File: src/rtl/slex_pkg.sv
`timescale 1ns / 1ps
package slex_pkg;

  localparam int unsigned PosBits = 16;
  localparam int unsigned KwMax   = 6;
  localparam int unsigned NumRes  = 3;

  localparam logic [PosBits-1:0] PosMax = '1;
  localparam logic [15:0]        LineMax = 16'hFFFF;

  localparam logic [5:0] K_LPAREN = 6'd0;
  localparam logic [5:0] K_RPAREN = 6'd1;
  localparam logic [5:0] K_LBRACE = 6'd2;
  localparam logic [5:0] K_RBRACE = 6'd3;
  localparam logic [5:0] K_COMMA  = 6'd4;
  localparam logic [5:0] K_DOT    = 6'd5;
  localparam logic [5:0] K_MINUS  = 6'd6;
  localparam logic [5:0] K_PLUS   = 6'd7;
  localparam logic [5:0] K_SEMI   = 6'd8;
  localparam logic [5:0] K_SLASH  = 6'd9;
  localparam logic [5:0] K_STAR   = 6'd10;
  localparam logic [5:0] K_BANG   = 6'd11;
  localparam logic [5:0] K_EQUAL  = 6'd13;
  localparam logic [5:0] K_GREATER = 6'd15;
  localparam logic [5:0] K_LESS   = 6'd17;
  localparam logic [5:0] K_STRING = 6'd19;
  localparam logic [5:0] K_NUMBER = 6'd20;
  localparam logic [5:0] K_IDENT  = 6'd21;
  localparam logic [5:0] K_AND    = 6'd22;
  localparam logic [5:0] K_CLASS  = 6'd23;
  localparam logic [5:0] K_ELSE   = 6'd24;
  localparam logic [5:0] K_FALSE  = 6'd25;
  localparam logic [5:0] K_FOR    = 6'd26;
  localparam logic [5:0] K_FUN    = 6'd27;
  localparam logic [5:0] K_IF     = 6'd28;
  localparam logic [5:0] K_NIL    = 6'd29;
  localparam logic [5:0] K_OR     = 6'd30;
  localparam logic [5:0] K_PRINT  = 6'd31;
  localparam logic [5:0] K_RETURN = 6'd32;
  localparam logic [5:0] K_SUPER  = 6'd33;
  localparam logic [5:0] K_THIS   = 6'd34;
  localparam logic [5:0] K_TRUE   = 6'd35;
  localparam logic [5:0] K_VAR    = 6'd36;
  localparam logic [5:0] K_WHILE  = 6'd37;
  localparam logic [5:0] K_ERROR  = 6'd38;
  localparam logic [5:0] K_END    = 6'd39;

  localparam logic [1:0] E_NONE    = 2'd0;
  localparam logic [1:0] E_UNKNOWN = 2'd1;
  localparam logic [1:0] E_UNTERM  = 2'd2;

  typedef enum logic [3:0] {
    M_IDLE, M_SLASH, M_COMMENT, M_BANG, M_EQUAL, M_GREATER, M_LESS,
    M_STRING, M_NUMBER, M_NUMDOT, M_FRACTION, M_WORD
  } mode_t;

  typedef struct packed {
    logic [7:0] text_byte;
    logic       end_of_source;
  } in_item_t;

  typedef struct packed {
    logic [5:0]  token_kind;
    logic [15:0] start_offset;
    logic [15:0] token_length;
    logic [15:0] line_number;
    logic [1:0]  error_kind;
    logic        last_of_run;
  } out_item_t;

  function automatic logic [15:0] clamp16(input logic [PosBits-1:0] v);
    if (PosBits > 16 && v > PosBits'(16'hFFFF)) return 16'hFFFF;
    return 16'(v);
  endfunction

  function automatic logic [PosBits-1:0] span(input logic [PosBits-1:0] from,
                                              input logic [PosBits-1:0] to);
    return (to >= from) ? to - from : '0;
  endfunction

  // plus one, held at the top of the position range
  function automatic logic [PosBits-1:0] inc_sat(input logic [PosBits-1:0] v);
    return (v == PosMax) ? v : v + PosBits'(1);
  endfunction

  function automatic out_item_t mk_tok(input logic [5:0] kind,
                                       input logic [PosBits-1:0] start,
                                       input logic [PosBits-1:0] len,
                                       input logic [15:0] line,
                                       input logic [1:0] err);
    out_item_t t;
    t.token_kind   = kind;
    t.start_offset = clamp16(start);
    t.token_length = clamp16(len);
    t.line_number  = line;
    t.error_kind   = err;
    t.last_of_run  = 1'b0;
    return t;
  endfunction

  function automatic logic is_digit(input logic [7:0] c);
    return c >= "0" && c <= "9";
  endfunction

  function automatic logic is_letter(input logic [7:0] c);
    return (c >= "a" && c <= "z") || (c >= "A" && c <= "Z");
  endfunction

  // letters past the word length read as zero
  function automatic logic [5:0] keyword_kind(input logic [KwMax-1:0][7:0] wbuf,
                                              input logic [2:0] wlen);
    logic [47:0] w;
    logic [5:0]  k;
    w = '0;
    for (int j = 0; j < KwMax; j++) begin
      if (3'(j) < wlen) w[47-8*j -: 8] = wbuf[j];
    end
    unique case ({wlen, w})
      {3'd3, "and",    24'd0}: k = K_AND;
      {3'd5, "class",   8'd0}: k = K_CLASS;
      {3'd4, "else",   16'd0}: k = K_ELSE;
      {3'd5, "false",   8'd0}: k = K_FALSE;
      {3'd3, "for",    24'd0}: k = K_FOR;
      {3'd3, "fun",    24'd0}: k = K_FUN;
      {3'd2, "if",     32'd0}: k = K_IF;
      {3'd3, "nil",    24'd0}: k = K_NIL;
      {3'd2, "or",     32'd0}: k = K_OR;
      {3'd5, "print",   8'd0}: k = K_PRINT;
      {3'd6, "return"       }: k = K_RETURN;
      {3'd5, "super",   8'd0}: k = K_SUPER;
      {3'd4, "this",   16'd0}: k = K_THIS;
      {3'd4, "true",   16'd0}: k = K_TRUE;
      {3'd3, "var",    24'd0}: k = K_VAR;
      {3'd5, "while",   8'd0}: k = K_WHILE;
      default: k = K_IDENT;
    endcase
    return k;
  endfunction

endpackage

File: src/rtl/script_lexer_core.sv
`timescale 1ns / 1ps
// Streaming source scanner. One item (a source byte or the end marker) is taken
// per cycle while in_stall is low; it yields zero to three tokens, held in a
// three-slot result register and handed out one per cycle while out_stall is
// low. An item that yields no tokens does not stall the input; while tokens are
// pending, in_stall holds off the next item. The next item is taken in the same
// cycle as the last token of the previous one.
// cfg_data sets the first line number and restarts line counting.
module script_lexer_core (
  input  logic                  clk,
  input  logic                  rst_n,
  input  logic                  in_valid,
  output logic                  in_stall,
  input  slex_pkg::in_item_t    in_data,
  output logic                  out_valid,
  input  logic                  out_stall,
  output slex_pkg::out_item_t   out_data,
  input  logic                  cfg_valid,
  output logic                  cfg_ready,
  input  logic [15:0]           cfg_data
);

  localparam int unsigned PB = slex_pkg::PosBits;

  slex_pkg::mode_t mode_r, mode_nxt;
  logic [PB-1:0]   pos_r, pos_nxt;
  logic [PB-1:0]   tstart_r, tstart_nxt;
  logic [15:0]     line_r, line_nxt;
  logic [slex_pkg::KwMax-1:0][7:0] wbuf_r, wbuf_nxt;
  logic [2:0]      wlen_r, wlen_nxt;

  slex_pkg::out_item_t [slex_pkg::NumRes-1:0] res_r, res_nxt;
  logic [1:0] cnt_r, cnt_nxt;
  logic [1:0] idx_r;
  logic       busy_r;

  logic in_fire, out_fire, last_take;
  logic [7:0] c;
  logic [PB-1:0] p, d;
  logic again;
  logic [1:0] n;

  assign cfg_ready = 1'b1;
  assign out_valid = busy_r;
  assign out_data  = res_r[idx_r];
  assign out_fire  = busy_r && !out_stall;
  assign last_take = out_fire && (idx_r == cnt_r - 2'd1);
  assign in_stall  = busy_r && !last_take;
  assign in_fire   = in_valid && !in_stall;

  assign c = in_data.text_byte;
  assign p = pos_r;
  assign d = (pos_r != '0) ? pos_r - PB'(1) : '0;

  always_comb begin
    mode_nxt   = mode_r;
    pos_nxt    = pos_r;
    tstart_nxt = tstart_r;
    line_nxt   = line_r;
    wbuf_nxt   = wbuf_r;
    wlen_nxt   = wlen_r;
    res_nxt    = '0;
    n          = 2'd0;
    again      = 1'b0;
    if (in_data.end_of_source) begin
      unique case (mode_r)
        slex_pkg::M_SLASH: begin
          res_nxt[n] = slex_pkg::mk_tok(slex_pkg::K_SLASH, tstart_r, PB'(1), line_r,
                                        slex_pkg::E_NONE);
          n = n + 2'd1;
        end
        slex_pkg::M_BANG, slex_pkg::M_EQUAL, slex_pkg::M_GREATER, slex_pkg::M_LESS: begin
          res_nxt[n] = slex_pkg::mk_tok(slex_pkg::K_BANG + 6'(2 * (mode_r - slex_pkg::M_BANG)),
                                        tstart_r, PB'(1), line_r, slex_pkg::E_NONE);
          n = n + 2'd1;
        end
        slex_pkg::M_STRING: begin
          res_nxt[n] = slex_pkg::mk_tok(slex_pkg::K_ERROR, tstart_r,
                                        slex_pkg::span(tstart_r, p), line_r,
                                        slex_pkg::E_UNTERM);
          n = n + 2'd1;
        end
        slex_pkg::M_NUMBER, slex_pkg::M_FRACTION: begin
          res_nxt[n] = slex_pkg::mk_tok(slex_pkg::K_NUMBER, tstart_r,
                                        slex_pkg::span(tstart_r, p), line_r,
                                        slex_pkg::E_NONE);
          n = n + 2'd1;
        end
        slex_pkg::M_NUMDOT: begin
          res_nxt[0] = slex_pkg::mk_tok(slex_pkg::K_NUMBER, tstart_r,
                                        slex_pkg::span(tstart_r, d), line_r,
                                        slex_pkg::E_NONE);
          res_nxt[1] = slex_pkg::mk_tok(slex_pkg::K_DOT, d, PB'(1), line_r,
                                        slex_pkg::E_NONE);
          n = 2'd2;
        end
        slex_pkg::M_WORD: begin
          res_nxt[n] = slex_pkg::mk_tok(slex_pkg::keyword_kind(wbuf_r, wlen_r), tstart_r,
                                        slex_pkg::span(tstart_r, p), line_r,
                                        slex_pkg::E_NONE);
          n = n + 2'd1;
        end
        default: ;
      endcase
      res_nxt[n] = slex_pkg::mk_tok(slex_pkg::K_END, p, '0, line_r, slex_pkg::E_NONE);
      n = n + 2'd1;
      mode_nxt = slex_pkg::M_IDLE;
    end else begin
      if (pos_r != slex_pkg::PosMax) pos_nxt = pos_r + PB'(1);
      unique case (mode_r)
        slex_pkg::M_SLASH: begin
          if (c == "/") mode_nxt = slex_pkg::M_COMMENT;
          else begin
            res_nxt[0] = slex_pkg::mk_tok(slex_pkg::K_SLASH, tstart_r, PB'(1), line_r,
                                          slex_pkg::E_NONE);
            n = 2'd1;
            again = 1'b1;
          end
        end
        slex_pkg::M_COMMENT: begin
          if (c == 8'h0A) begin
            if (line_r != slex_pkg::LineMax) line_nxt = line_r + 16'd1;
            mode_nxt = slex_pkg::M_IDLE;
          end
        end
        slex_pkg::M_BANG, slex_pkg::M_EQUAL, slex_pkg::M_GREATER, slex_pkg::M_LESS: begin
          if (c == "=") begin
            // length runs through this byte, held at the top of the range
            res_nxt[0] = slex_pkg::mk_tok(
              slex_pkg::K_BANG + 6'(2 * (mode_r - slex_pkg::M_BANG)) + 6'd1, tstart_r,
              slex_pkg::inc_sat(slex_pkg::span(tstart_r, p)), line_r, slex_pkg::E_NONE);
            n = 2'd1;
            mode_nxt = slex_pkg::M_IDLE;
          end else begin
            res_nxt[0] = slex_pkg::mk_tok(
              slex_pkg::K_BANG + 6'(2 * (mode_r - slex_pkg::M_BANG)), tstart_r, PB'(1),
              line_r, slex_pkg::E_NONE);
            n = 2'd1;
            again = 1'b1;
          end
        end
        slex_pkg::M_STRING: begin
          if (c == "\"") begin
            res_nxt[0] = slex_pkg::mk_tok(slex_pkg::K_STRING, slex_pkg::inc_sat(tstart_r),
                                          slex_pkg::span(slex_pkg::inc_sat(tstart_r), p),
                                          line_r, slex_pkg::E_NONE);
            n = 2'd1;
            mode_nxt = slex_pkg::M_IDLE;
          end
        end
        slex_pkg::M_NUMBER: begin
          if (c == ".") mode_nxt = slex_pkg::M_NUMDOT;
          else if (!slex_pkg::is_digit(c)) begin
            res_nxt[0] = slex_pkg::mk_tok(slex_pkg::K_NUMBER, tstart_r,
                                          slex_pkg::span(tstart_r, p), line_r,
                                          slex_pkg::E_NONE);
            n = 2'd1;
            again = 1'b1;
          end
        end
        slex_pkg::M_NUMDOT: begin
          if (slex_pkg::is_digit(c)) mode_nxt = slex_pkg::M_FRACTION;
          else begin
            res_nxt[0] = slex_pkg::mk_tok(slex_pkg::K_NUMBER, tstart_r,
                                          slex_pkg::span(tstart_r, d), line_r,
                                          slex_pkg::E_NONE);
            res_nxt[1] = slex_pkg::mk_tok(slex_pkg::K_DOT, d, PB'(1), line_r,
                                          slex_pkg::E_NONE);
            n = 2'd2;
            again = 1'b1;
          end
        end
        slex_pkg::M_FRACTION: begin
          if (!slex_pkg::is_digit(c)) begin
            res_nxt[0] = slex_pkg::mk_tok(slex_pkg::K_NUMBER, tstart_r,
                                          slex_pkg::span(tstart_r, p), line_r,
                                          slex_pkg::E_NONE);
            n = 2'd1;
            again = 1'b1;
          end
        end
        slex_pkg::M_WORD: begin
          if (slex_pkg::is_letter(c) || slex_pkg::is_digit(c)) begin
            if (wlen_r < 3'(slex_pkg::KwMax)) begin
              wbuf_nxt[wlen_r[$clog2(slex_pkg::KwMax)-1:0]] = c;
              wlen_nxt = wlen_r + 3'd1;
            end else begin
              wlen_nxt = 3'(slex_pkg::KwMax + 1);
            end
          end else begin
            res_nxt[0] = slex_pkg::mk_tok(slex_pkg::keyword_kind(wbuf_r, wlen_r), tstart_r,
                                          slex_pkg::span(tstart_r, p), line_r,
                                          slex_pkg::E_NONE);
            n = 2'd1;
            again = 1'b1;
          end
        end
        default: again = 1'b1;
      endcase

      // start of a new token with this byte
      if (again) begin
        tstart_nxt = p;
        mode_nxt   = slex_pkg::M_IDLE;
        priority case (1'b1)
          c == "(": res_nxt[n] = slex_pkg::mk_tok(slex_pkg::K_LPAREN, p, PB'(1), line_r,
                                                  slex_pkg::E_NONE);
          c == ")": res_nxt[n] = slex_pkg::mk_tok(slex_pkg::K_RPAREN, p, PB'(1), line_r,
                                                  slex_pkg::E_NONE);
          c == "{": res_nxt[n] = slex_pkg::mk_tok(slex_pkg::K_LBRACE, p, PB'(1), line_r,
                                                  slex_pkg::E_NONE);
          c == "}": res_nxt[n] = slex_pkg::mk_tok(slex_pkg::K_RBRACE, p, PB'(1), line_r,
                                                  slex_pkg::E_NONE);
          c == ",": res_nxt[n] = slex_pkg::mk_tok(slex_pkg::K_COMMA, p, PB'(1), line_r,
                                                  slex_pkg::E_NONE);
          c == ".": res_nxt[n] = slex_pkg::mk_tok(slex_pkg::K_DOT, p, PB'(1), line_r,
                                                  slex_pkg::E_NONE);
          c == "-": res_nxt[n] = slex_pkg::mk_tok(slex_pkg::K_MINUS, p, PB'(1), line_r,
                                                  slex_pkg::E_NONE);
          c == "+": res_nxt[n] = slex_pkg::mk_tok(slex_pkg::K_PLUS, p, PB'(1), line_r,
                                                  slex_pkg::E_NONE);
          c == ";": res_nxt[n] = slex_pkg::mk_tok(slex_pkg::K_SEMI, p, PB'(1), line_r,
                                                  slex_pkg::E_NONE);
          c == "*": res_nxt[n] = slex_pkg::mk_tok(slex_pkg::K_STAR, p, PB'(1), line_r,
                                                  slex_pkg::E_NONE);
          default: ;
        endcase
        priority case (1'b1)
          c == "(" || c == ")" || c == "{" || c == "}" || c == "," || c == "." ||
          c == "-" || c == "+" || c == ";" || c == "*": n = n + 2'd1;
          c == "/": mode_nxt = slex_pkg::M_SLASH;
          c == "!": mode_nxt = slex_pkg::M_BANG;
          c == "=": mode_nxt = slex_pkg::M_EQUAL;
          c == ">": mode_nxt = slex_pkg::M_GREATER;
          c == "<": mode_nxt = slex_pkg::M_LESS;
          c == " " || c == 8'h09 || c == 8'h0D: ;
          c == 8'h0A: begin
            if (line_r != slex_pkg::LineMax) line_nxt = line_r + 16'd1;
          end
          c == "\"": mode_nxt = slex_pkg::M_STRING;
          slex_pkg::is_digit(c): mode_nxt = slex_pkg::M_NUMBER;
          slex_pkg::is_letter(c): begin
            mode_nxt    = slex_pkg::M_WORD;
            wbuf_nxt[0] = c;
            wlen_nxt    = 3'd1;
          end
          default: begin
            res_nxt[n] = slex_pkg::mk_tok(slex_pkg::K_ERROR, p, PB'(1), line_r,
                                          slex_pkg::E_UNKNOWN);
            n = n + 2'd1;
          end
        endcase
      end
    end
    if (n != 2'd0) res_nxt[n - 2'd1].last_of_run = 1'b1;
    cnt_nxt = n;
  end

  always_ff @(posedge clk) begin
    if (!rst_n) begin
      mode_r   <= slex_pkg::M_IDLE;
      pos_r    <= '0;
      tstart_r <= '0;
      line_r   <= 16'd1;
      wlen_r   <= 3'd0;
      busy_r   <= 1'b0;
      cnt_r    <= 2'd0;
      idx_r    <= 2'd0;
    end else begin
      if (in_fire) begin
        mode_r   <= mode_nxt;
        pos_r    <= pos_nxt;
        tstart_r <= tstart_nxt;
        line_r   <= line_nxt;
        wlen_r   <= wlen_nxt;
        busy_r   <= cnt_nxt != 2'd0;
        cnt_r    <= cnt_nxt;
        idx_r    <= 2'd0;
      end else if (out_fire) begin
        if (last_take) busy_r <= 1'b0;
        else idx_r <= idx_r + 2'd1;
      end
      if (cfg_valid && cfg_ready) line_r <= cfg_data;
    end
  end

  always_ff @(posedge clk) begin
    if (in_fire) begin
      wbuf_r <= wbuf_nxt;
      res_r  <= res_nxt;
    end
  end

  // result slots only ever hold one to three tokens
  a_cnt_range: assert property (@(posedge clk) disable iff (!rst_n)
    busy_r |-> (cnt_r != 2'd0 && idx_r < cnt_r))
    else $error("result slot index out of range");

  // the end marker always produces at least the end token
  a_end_emits: assert property (@(posedge clk) disable iff (!rst_n)
    in_fire && in_data.end_of_source |=> busy_r)
    else $error("end marker gave no token");

  // a new item is only taken once the previous tokens are gone
  a_no_overrun: assert property (@(posedge clk) disable iff (!rst_n)
    in_fire |-> (!busy_r || last_take))
    else $error("item taken over pending tokens");

  // last_of_run is on the final slot of a run
  a_last_flag: assert property (@(posedge clk) disable iff (!rst_n)
    out_valid |-> (out_data.last_of_run == (idx_r == cnt_r - 2'd1)))
    else $error("last_of_run misplaced");

endmodule
File: config.mk
export PLATFORM = sky130hd
export DESIGN_NAME = script_lexer_core
export DESIGN_NICKNAME = d
export VERILOG_FILES = /design/src/rtl/slex_pkg.sv /design/src/rtl/script_lexer_core.sv
export SDC_FILE = /design/constraint.sdc
export NUM_CORES = 1
export LEC_CHECK = 0
export ABC_AREA = 0
export BUFFER_PORTS_ARGS = -buffer_cell sky130_fd_sc_hd__buf_2
export CAP_MARGIN = 10
export CORE_ASPECT_RATIO = 0.9
export CORE_MARGIN = 2
export CORE_UTILIZATION = 45
export DETAILED_ROUTE_END_ITERATION = 6
export GPL_TIMING_DRIVEN = 0
export HOLD_SLACK_MARGIN = 0.15
export PLACE_DENSITY_LB_ADDON = 0.1
export SLEW_MARGIN = 10
export SYNTH_ARGS = -nofsm -noshare
export SYNTH_HDL_FRONTEND = slang
export SYNTH_SLANG_ARGS = --single-unit
File: constraint.sdc
create_clock -name clk -period 13.3 [get_ports clk]
set_input_delay 0 -clock clk [delete_from_list [all_inputs] [get_ports clk]]
set_output_delay 0 -clock clk [all_outputs]
set_load 0.02 [all_outputs]
Word level (Yosys, flattened, before mapping)
Cells that the tools add are included.
Word-level totals
  input port bits: 30
  output and inout port bits: 60
  logic and storage cells: 407
  flip-flop bits (word level): 279
Cells by class
  bitwise gates (word level): 3
  eq/ne operators: 75
  add/sub/neg operators: 17
  reductions and logical operators: 47
  order comparisons: 25
  multiplexer cells: 208
Operator list (number)
  2-to-1 mux 171 bit: 26
  bitwise mux 171 bit: 13
  equality test 51 bit (second input constant): 18
  equality test 51 x 50 -> 1 bit (second input constant): 14
  2-to-1 mux 57 bit: 10
  2-to-1 mux 8 bit: 52
  case mux 57 bit (7 select lines): 1
  2-to-1 mux 16 bit: 22
  demux 57 bit (select 2 bit): 3
  case mux 57 bit (6 select lines): 1
  case mux 6 bit (16 select lines): 2
  2-to-1 mux 56 bit: 3
  equality test 8 x 6 -> 1 bit (second input constant): 15
  binary-select mux 57 bit (select 2 bit): 1
  2-to-1 mux 111 bit: 1
  2-to-1 mux 4 bit: 19
  adder 16 x 1 -> 16 bit (second input constant): 4
  2-to-1 mux 55 bit: 1
  2-to-1 mux 54 bit: 1
  bitwise mux 48 bit: 1
  greater-or-equal comparator 16 bit: 3
  subtractor 16 bit: 3
  2-to-1 mux 3 bit: 15
  equality test 16 bit (second input constant): 2
  50 further kinds: 144

Longest topological paths before layout
Gate-level depths: netlist (run 1).
  depth after elaboration: 41
  gate-level depth with buffers: 22
  gate-level depth less buffers: 18

Worst setup path before layout (run 1)
Ideal clock, no wire load.
  path type: register to register
  start: reg idx_r[1]
  end: reg mode_r[1]
  period minus slack after synthesis: 9220 ps
  setup slack: 4080 ps
  buffers on the path: 1
  arrival time: 9149 ps
  data required time: 13230 ps
  stages on the path, launching flop included: 10
  setup time: 70 ps
  path through: dfxtp_1 -> clkbuf_1 -> xnor2_1 -> mux2i_1 -> o21ai_0 -> inv_1 -> nor2_1 -> nand2_1 -> or3_1 -> a21oi_1
On the way
  cells in the longest elaborated chain, start to end: 7
Ends and longest elaborated chain
  start, declared: line script_lexer_core.sv:34  | logic [1:0] idx_r;
  start signal, assigned: line script_lexer_core.sv:281  | else idx_r <= idx_r + 2'd1;
  equality test 2 bit: line script_lexer_core.sv:47  | assign last_take = out_fire && (idx_r == cnt_r - 2'd1);
  logical AND 1 bit: line script_lexer_core.sv:47
  logical NOT 1 bit: line script_lexer_core.sv:48  | assign in_stall = busy_r && !last_take;
  logical AND 1 bit: line script_lexer_core.sv:48
  net in_stall: line script_lexer_core.sv:13  | output logic in_stall,
  logical NOT 1 bit: line script_lexer_core.sv:49  | assign in_fire = in_valid && !in_stall;
  logical AND 1 bit: line script_lexer_core.sv:49
  net in_fire: line script_lexer_core.sv:37  | logic in_fire, out_fire, last_take;
  AND reduction 8 bit (no source line)
  end signal, assigned: line script_lexer_core.sv:261  | mode_r <= slex_pkg::M_IDLE;
  end signal, assigned: line script_lexer_core.sv:271  | mode_r <= mode_nxt;
  end, declared: line script_lexer_core.sv:25  | slex_pkg::mode_t mode_r, mode_nxt;
The timed path passes the listed nets, and every way through them passes these cells.
A chain may end at the register's enable or synchronous reset.

==> flow_summary.json, run 1 <==
{
  "status": "complete, no violations",
  "ctsResizeCount": 0,
  "syn2layout_area_growth_pct": 14.4,
  "setup_viol": 0,
  "async_flop_share_pct": 0,
  "cts_max_level": 1,
  "antenna_cells": 0,
  "worstSetupEndpointType": "flop",
  "clkSlewWorstSetupHoldPaths_ps": 60,
  "grtUsageTotal_pct": 30.0,
  "grt_pass1_vias": 16900,
  "fin_crit_sh_pct": 51.2,
  "cp.arrival_ps": 7090,
  "hold_viol_final": 0,
  "vias": 18300,
  "cts_tree": "yes",
  "clock_sinks": 245,
  "synth_top_area_cell": "edfxtp_1",
  "peakVddDrop_v": 0.0000912,
  "grt_max_degree": 34,
  "netlist_top_cells_area": "edfxtp_1 (30%), dfxtp_1 (6.5%), ha_1 (4.8%)",
  "die_w_um": 218,
  "start_kind": "flop",
  "period_needed_ps": 6800,
  "dr.first_iter.drc_count": 1844,
  "cellPowerDensity_mw_per_mm2": 98.3,
  "dp_hpwl_um": 51400,
  "final_layout_size_suffix_gt1_share_pct": 8.31,
  "port_buffers": 88,
  "fin_nets": 2455,
  "finalSetupTns_ps": 0,
  "ys_warn_count": 0,
  "gp_congestion": 0.983,
  "p_leak_uw": 0.00737,
  "detail-route-antenna-nets": 0,
  "die_area_sq_mm": 0.0429,
  "crit_type": "reg -> reg",
  "finalWirelength_um": 66200,
  "syn_inst": 2179,
  "cts-root-buf": "clkbuf_16",
  "pin_count": 90,
  "critPathMaxFanout": 10,
  "synthDistinctLibCells": 97,
  "grt_first_pass_wirelength_um": 99400,
  "dpl_cell_area_sq_mm": 0.0198,
  "maxCapViolations": 0,
  "drc": 0,
  "synth-seq-cells": 245,
  "ys_seq_area_share_pct": 36.4,
  "drv_slew": 0,
  "final_cells": 2912,
  "mostFrequentLayoutCells": "nand2_1 (206), nor2_1 (203), edfxtp_1 (185)",
  "wl_per_cell_um": 22.7,
  "first_pass_iters": 5,
  "syn_nets": 2284,
  "ys.flop_type": "edfxtp_1",
  "drt-vias-per-instance": 6.28,
  "hold_class": "in -> reg",
  "synth_edf_count": 185,
  "die_y_um": 197,
  "clk_latency_ps": 590,
  "crit_required_ps": 13590,
  "grt_overflow": 0,
  "synth_top_area_share_pct": 29.9,
  "cts_buffers": 28,
  "max_slew_margin_pct": 20.6,
  "antenna_found_initial": 0,
  "fin_area_sq_mm": 0.0213,
  "num_rows": 70,
  "syn_area_per_cell_sq_um": 8.52,
  "final.setup_skew_ps": 32.5,
  "cts_max_path_buffers": 3,
  "max_slew.worst_pin.slew_ps": 1180,
  "placed_cells": 2813,
  "final_common_cell": "nand2_1",
  "fmax_mhz": 147,
  "rsz0062_at_grt": "false",
  "start_util_pct": 45.7,
  "fp.coreArea_sq_mm": 0.0406,
  "syn_area_sq_mm": 0.0186
}
## stage by stage
stage / hold slack (ps) / util (%) / setup WS (ps) / total power (uW)
6_report: 297 / 52.3 / 6500 / 2090
5_1_grt: 312 / 52.3 / 6140 / 2170
4_1_cts: 264 / 52.3 / 6630 / 2100
3_5_place_dp: 250 / 48.8 / 6670 / 1280
3_3_place_gp: 243 / 48.5 / 453 / 1280
2_1_floorplan: 98.9 / - / 4080 / 1150
## kinds of logic after synthesis
family | count (synthesis) | share of synthesized area [%]
multiplexers | 67 | 3.66
AND/OR/NAND/NOR | 929 | 26.0
flip-flops | 245 | 36.4
AO/OA/AOI/OAI | 570 | 20.3
XOR/XNOR | 90 | 4.28
other | 1 | 0.0202
buffers and inverters | 202 | 4.17
adder cells (fa/ha/maj) | 75 | 5.17
## Yosys cell counts (45+ instances only)
cell	n
a21oi_1	120
and2_1	80
clkbuf_1	111
dfxtp_1	60
edfxtp_1	185
ha_1	72
inv_1	74
mux2i_1	59
nand2_1	206
nand3_1	64
nand4_1	45
nor2_1	204
nor3_1	74
o21ai_0	154
xnor2_1	56
## cell type report
type	count	area [sq um]
Buffer	125	485
Clock buffer	37	764
Timing Repair Buffer	141	1030
Clock inverter	15	196
Fill cell	3862	19400
Sequential cell	245	6760
Multi-Input combinational cell	1732	11100
Inverter	77	289
Tap cell	540	676
## final timing paths
kind | from | endpoint | slack [ps] | cells past startpoint
hold reg to reg | cnt_r[1]$_SDFFE_PN0P_ | cnt_r[1]$_SDFFE_PN0P_ | 530 | 2
setup reg to reg | p[1]$_SDFFE_PN0P_ | res_r[34]$_DFFE_PP_ | 6500 | 20
setup / recovery | p[1]$_SDFFE_PN0P_ | res_r[34]$_DFFE_PP_ | 6500 | 20
hold / removal | cfg_data[3] | line_r[3]$_SDFFE_PN0P_ | 300 | 4
## power breakdown
part	leakage (uW)	internal, uW	switching [uW]
logic	0.00461	140	263
clock network	0.000468	482	324
registers	0.00230	863	17.7
## critical path: stages, from the launching register on
cell and delay (ps):
dfxtp_1 410, clkbuf_1 310, inv_1 280, ha_1 340
nand3b_1 200, or4_1 490, or2_2 290, clkbuf_1 240
nor2_1 180, clkbuf_1 350, nor2_1 190, ha_1 330
nor2b_1 150, o31a_1 280, o41ai_1 630, o21ai_0 330
a2111oi_0 480, o21bai_1 140, xnor2_1 320, o22ai_1 150
a221o_1 440
## per-layer routing
layer	global-route usage [%]	wire, um
met1	41.2	28600
met2	47.9	30100
met3	3.77	4560
met4	12.1	2930
met5	0	0
## registers in the layout (all words and copies together), names as in the netlist
register	flops
cnt_r	2
out_valid	1
mode_r	4
tstart_r	16
res_r	137
line_r	16
wbuf_r	48
idx_r	2
p	16
wlen_r	3
## repair_timing
item                                   CTS  global route
setup endpoints to repair                0             0
hold buffers                            46             0
endpoints found under the hold margin   92             0
buffers inserted                         0             0
No activity file was read; power rests on OpenSTA's default activity.
==> inputs of run 2 (changes only) <==
==> constraint.sdc (replaced) <==
create_clock -name clk -period 7 [get_ports clk]
set_input_delay 0 -clock clk [delete_from_list [all_inputs] [get_ports clk]]
set_output_delay 0 -clock clk [all_outputs]
set_load 0.02 [all_outputs]
==> run 2 against run 1 <==
Compared with the run above: routed wire length grew 0.60%; clock power grew 89%; worst hold slack lost 13 ps; total power grew 90%; non-clock buffer count grew 4; clock skew shrank 19 ps; sequential cell count is the same; utilization grew 0.12 points; die area is the same; register-to-register slack lost 6200 ps; critical path depth grew 1; maximum frequency grew 1.3%.
==> flow_summary.json, run 2 (synthesis results as in run 1) <==
{
  "rsz0062_at_grt": "false",
  "whs_endpoint": "line_r[13]$_SDFFE_PN0P_",
  "p_sw_share_pct": 29.9,
  "grt_pass1_vias": 17000,
  "die_y_um": 197,
  "clk_latency_ps": 580,
  "finalWorstSetupSlack_ps": 283,
  "pin_count": 90,
  "syn2layout_area_growth_pct": 14.7,
  "cts-root-buf": "clkbuf_16",
  "cp.arrival_ps": 6990,
  "fin_area_sq_mm": 0.0213,
  "met1_length_um": 29000,
  "finalWirelength_um": 66600,
  "dr_wl_met2_um": 30100,
  "dp_hpwl_um": 51600,
  "r2r-start": "p[1]$_SDFFE_PN0P_",
  "crit_type": "reg -> reg",
  "cts_buffers": 29,
  "detail-route-antenna-nets": 0,
  "peakVddDrop_v": 0.000170,
  "p_leak_uw": 0.00739,
  "mostFrequentLayoutCells": "nand2_1 (206), nor2_1 (203), edfxtp_1 (185)",
  "holdWs_ps": 284,
  "port_buffers": 88,
  "fp.coreArea_sq_mm": 0.0406,
  "setup_viol": 0,
  "fmax_mhz": 149,
  "drt-vias-per-instance": 6.24,
  "fin_nets": 2460,
  "cts_tree": "yes",
  "clkPwrFrac_pct": 38.4,
  "cts_setup_buffers": 0,
  "wl_met3_um": 4570,
  "final_layout_size_suffix_gt1_share_pct": 8.50,
  "r2r-end": "res_r[19]$_DFFE_PP_",
  "maxCapViolations": 0,
  "die_area_sq_mm": 0.0429,
  "start_kind": "flop",
  "vias": 18200,
  "r2r_cells": 21,
  "drv_slew": 0,
  "antenna_found_initial": 0,
  "fin_crit_sh_pct": 96.0,
  "power_switching_uw": 1190,
  "p_total_uw": 3970,
  "grt_first_pass_wirelength_um": 101000,
  "cellPowerDensity_mw_per_mm2": 186,
  "reg_top3": "res_r (137), wbuf_r (48)",
  "crit_required_ps": 7270,
  "final_common_cell": "nand2_1",
  "intPower_uw": 2780,
  "start_util_pct": 45.7,
  "min_from": "cfg_data[13]",
  "critPathMaxFanout": 10,
  "worstSetupEndpointType": "flop",
  "grt_max_degree": 34,
  "hold_viol_final": 0,
  "reg2reg_slack_ps": 280,
  "die_w_um": 218,
  "wl_per_cell_um": 22.8,
  "largest_register": "res_r",
  "cts_max_path_buffers": 3,
  "cts_max_level": 1,
  "max_slew.worst_pin.slew_ps": 1280,
  "max_slew_margin_pct": 13.7,
  "dr.max_layer_used": "met4",
  "dpl_cell_area_sq_mm": 0.0199,
  "drc": 0,
  "gp_congestion": 0.971,
  "period_needed_ps": 6720,
  "grt_overflow": 0,
  "power_frac_comb_pct": 19.5,
  "p_seq_share_pct": 42.1,
  "grtUsageTotal_pct": 30.5,
  "status": "complete, no violations",
  "num_rows": 70,
  "clock_sinks": 245,
  "cp-startpoint": "p[1]$_SDFFE_PN0P_",
  "dp_slack_ps": 364,
  "final.setup_skew_ps": 13.7,
  "clkSlewWorstSetupHoldPaths_ps": 70,
  "largest_register_ffs": 137,
  "whs_path_depth": 5,
  "dr.first_iter.drc_count": 1850,
  "first_pass_iters": 5,
  "hold_class": "in -> reg"
}
-- run 2: cell types whose count changed in the layout (fill, tap and decap cells not counted), sizes merged --
cell and change:
buf +1, bufinv -1, clkbuf -6, clkinv +2, clkinvlp +3, diode +1, dlygate4sd3 +3, inv +2
-- run 2: what timing repair did --
action	in CTS	in global routing
hold buffers	49	0
setup endpoints to repair	0	3
resized for setup	0	4
endpoints found under the hold margin	91	0
-- run 2: area by class of cell --
class	count	area, sq um
Fill cell	3868	19300
Clock inverter	21	206
Inverter	77	289
Clock buffer	31	733
Buffer	125	487
Multi-Input combinational cell	1732	11100
Tap cell	540	676
Sequential cell	245	6760
Timing Repair Buffer	145	1090
Antenna cell	1	2.50
-- run 2: stage by stage --
| stage | std cells | utilization (%) | setup TNS, ps |
|---|---|---|---|
| floorplan | 2179 | - | 0 |
| global placement | 2807 | 48.5 | -33900 |
| detailed placement | 2814 | 48.9 | 0 |
| CTS | 2915 | 52.4 | 0 |
| global route | 2916 | 52.4 | 0 |
| finish | 2917 | 52.4 | 0 |
-- run 2: routing by layer --
layer  vias up  track usage [%]
met5         -                0
met3       134             3.47
met1      8798             42.4
li1       8527                -
met2       753             48.4
met4         0             12.3
-- run 2: worst max path at each step --
stage	to	slack (ps)	depth (start not counted)
global placement	mode_r[0]$_SDFFE_PN0P_	-1800	9
global route	res_r[19]$_DFFE_PP_	5	21
floorplan	mode_r[1]$_SDFFE_PN0P_	530	9
finish	res_r[19]$_DFFE_PP_	280	21
CTS	res_r[19]$_DFFE_PP_	300	21
detailed placement	res_r[19]$_DFFE_PP_	360	21
-- run 2: worst max-delay path, stage by stage, from the launching register on --
cell,delay (ps)
dfxtp_1,400
clkbuf_1,310
inv_1,260
ha_1,340
nand3b_1,230
or4_1,520
or2_2,290
clkbuf_1,240
o21ai_1,430
ha_1,250
inv_1,60
fa_1,450
a211oi_1,360
o21ai_0,250
a21oi_1,340
a21oi_1,200
or2_2,380
clkbuf_1,300
nand3_1,170
o2111ai_1,130
a221oi_1,270
o31ai_1,220
-- run 2: power groups by stage --
stage | clock network [uW] | registers [uW] | logic (uW)
2_1_floorplan | 0 | 1700 | 485
3_3_place_gp | 0 | 1710 | 710
3_5_place_dp | 0 | 1700 | 737
4_1_cts | 1550 | 1670 | 763
5_1_grt | 1600 | 1680 | 837
6_report | 1520 | 1670 | 775
==> inputs of run 3 (changes only) <==
--- a/config.mk
+++ b/config.mk
@@ -8,13 +8,15 @@
 export ABC_AREA = 0
 export BUFFER_PORTS_ARGS = -buffer_cell sky130_fd_sc_hd__buf_2
 export CAP_MARGIN = 10
-export CORE_ASPECT_RATIO = 0.9
+export CELL_PAD_IN_SITES_DETAIL_PLACEMENT = 1
+export CELL_PAD_IN_SITES_GLOBAL_PLACEMENT = 2
+export CORE_ASPECT_RATIO = 1.75
 export CORE_MARGIN = 2
-export CORE_UTILIZATION = 45
+export CORE_UTILIZATION = 39
 export DETAILED_ROUTE_END_ITERATION = 6
 export GPL_TIMING_DRIVEN = 0
 export HOLD_SLACK_MARGIN = 0.15
-export PLACE_DENSITY_LB_ADDON = 0.1
+export PLACE_DENSITY = 0.81
 export SLEW_MARGIN = 10
 export SYNTH_ARGS = -nofsm -noshare
 export SYNTH_HDL_FRONTEND = slang
==> run 3 against run 2 <==
Compared with the run above: via count increased by 1.1%; critical path depth decreased by 1; routed wire length increased by 27%; non-clock buffer count decreased by 1; largest cell class unchanged; highest routed layer unchanged.
==> flow_summary.json, run 3 (synthesis results as in run 1) <==
{
  "status": "complete, no violations",
  "wl_per_cell_um": 28.6,
  "largest_register_ffs": 137,
  "grt_max_degree": 35,
  "num_rows": 105,
  "cellPowerDensity_mw_per_mm2": 179,
  "crit_type": "reg -> reg",
  "largest_register": "res_r",
  "fp.coreArea_sq_mm": 0.0469,
  "grtUsageTotal_pct": 33.8,
  "worstSetupEndpointType": "flop",
  "grt_first_pass_wirelength_um": 124000,
  "fin_nets": 2454,
  "rsz0062_at_grt": "false",
  "fin_crit_sh_pct": 96.9,
  "fmax_mhz": 147,
  "die_y_um": 293,
  "mostFrequentLayoutCells": "nand2_1 (206), nor2_1 (203), edfxtp_1 (185)",
  "final_common_cell": "nand2_1",
  "clk_latency_ps": 570,
  "finalWirelength_um": 84600,
  "start_kind": "flop",
  "multi_input_area_sq_mm": 0.0111,
  "crit_required_ps": 7240,
  "vias": 18400,
  "die_w_um": 169,
  "antenna_cells": 0,
  "dr.first_iter.drc_count": 1008,
  "cts-root-buf": "clkbuf_16",
  "max_slew.worst_pin.slew_ps": 1220,
  "critPathMaxFanout": 10,
  "fill_cells": 5626,
  "pin_count": 90,
  "syn2layout_area_growth_pct": 13.9,
  "final.setup_skew_ps": 26.8,
  "hold_class": "in -> reg",
  "cts_max_level": 1,
  "grt_pass1_vias": 19500,
  "setup_viol": 0,
  "gp_congestion": 0.969,
  "peakVddDrop_v": 0.000184,
  "drt-vias-per-instance": 6.23,
  "grt_overflow": 0,
  "port_buffers": 88,
  "final_layout_size_suffix_gt1_share_pct": 8.20,
  "p_leak_uw": 0.00729,
  "first_pass_iters": 5,
  "cts_tree": "yes",
  "detail-route-antenna-nets": 0,
  "cts_max_path_buffers": 3,
  "clock_sinks": 245,
  "cts_buffers": 24,
  "die_area_sq_mm": 0.0495,
  "cp.arrival_ps": 7020,
  "max_slew_margin_pct": 18.1,
  "start_util_pct": 39.6,
  "dp_hpwl_um": 68100,
  "clkSlewWorstSetupHoldPaths_ps": 70,
  "regArea_sq_mm": 0.00676,
  "hold_viol_final": 0,
  "maxCapViolations": 0,
  "drv_slew": 0,
  "finalSetupTns_ps": 0,
  "reg_top3": "res_r (137), wbuf_r (48)",
  "drc": 0,
  "antenna_found_initial": 0,
  "period_needed_ps": 6780,
  "fin_util_pct": 45.1
}
## run 3: final timing paths
| path | startpoint | endpoint | slack (ps) | cells past startpoint |
|---|---|---|---|---|
| worst min register to register | tstart_r[10]$_SDFFE_PN0P_ | tstart_r[10]$_SDFFE_PN0P_ | 560 | 2 |
| worst min-delay path | cfg_data[15] | line_r[15]$_SDFFE_PN0P_ | 280 | 4 |
| worst max register to register | p[0]$_SDFFE_PN0P_ | res_r[19]$_DFFE_PP_ | 220 | 20 |
| worst max-delay path | p[0]$_SDFFE_PN0P_ | res_r[19]$_DFFE_PP_ | 220 | 20 |
## run 3: power breakdown
part | total, uW | switching [uW] | leakage [uW] | internal, uW
clock network | 1290 | 599 | 0.000357 | 687
logic | 816 | 547 | 0.00464 | 269
registers | 1680 | 36.8 | 0.00230 | 1640
## run 3: cell type report
class	count	area share, %
inverters	77	1.38
clock inverters	10	0.550
multi-input cells	1732	52.4
clock buffers	34	3.02
well taps	588	3.48
repair buffers	144	4.97
flip-flops and latches	245	31.9
plain buffers	125	2.31
## run 3: repair_timing
item,CTS,global route
resized for setup,1,6
pin swaps,0,0
hold endpoints to repair,82,0
hold buffers,49,0
setup endpoints to repair,1,9
setup buffers,0,0
## run 3: worst max-delay path, cell delays in order (launching register included)
cell and delay, ps:
dfxtp_1 340, clkbuf_1 540, clkinvlp_4 490, ha_1 340, inv_1 80, fa_1 250, a211oi_1 140, o21ai_1 300
and3b_1 240, o31a_1 260, or2_2 160, clkbuf_1 430, and2_1 280, ha_1 210, nand2_1 100, or4_4 490
or4_4 460, buf_6 170, or2_1 250, xnor2_1 150, o31ai_1 770
## run 3: per-stage QoR
step / instances / area (sq um) / total power [uW] / worst slack (ps) / hold WS, ps
detailed placement: 2861 / 19900 / 2490 / -108 / 264
CTS: 2954 / 21100 / 3800 / 14.2 / 227
finish: 2955 / 21200 / 3780 / 219 / 275
global route: 2955 / 21200 / 3910 / 20.0 / 270
global placement: 2855 / 19800 / 2470 / -2350 / 255
floorplan: 2179 / 18600 / 2190 / 528 / 98.9
## run 3: routing by layer
metal  up-vias  wire [um]  global-route usage (%)
li1       8471          -                       -
met1      9111      27800                    31.3
met2       533      45300                    64.7
met3       290       2570                    2.97
met4         0       8900                    29.5
met5         -          0                       0
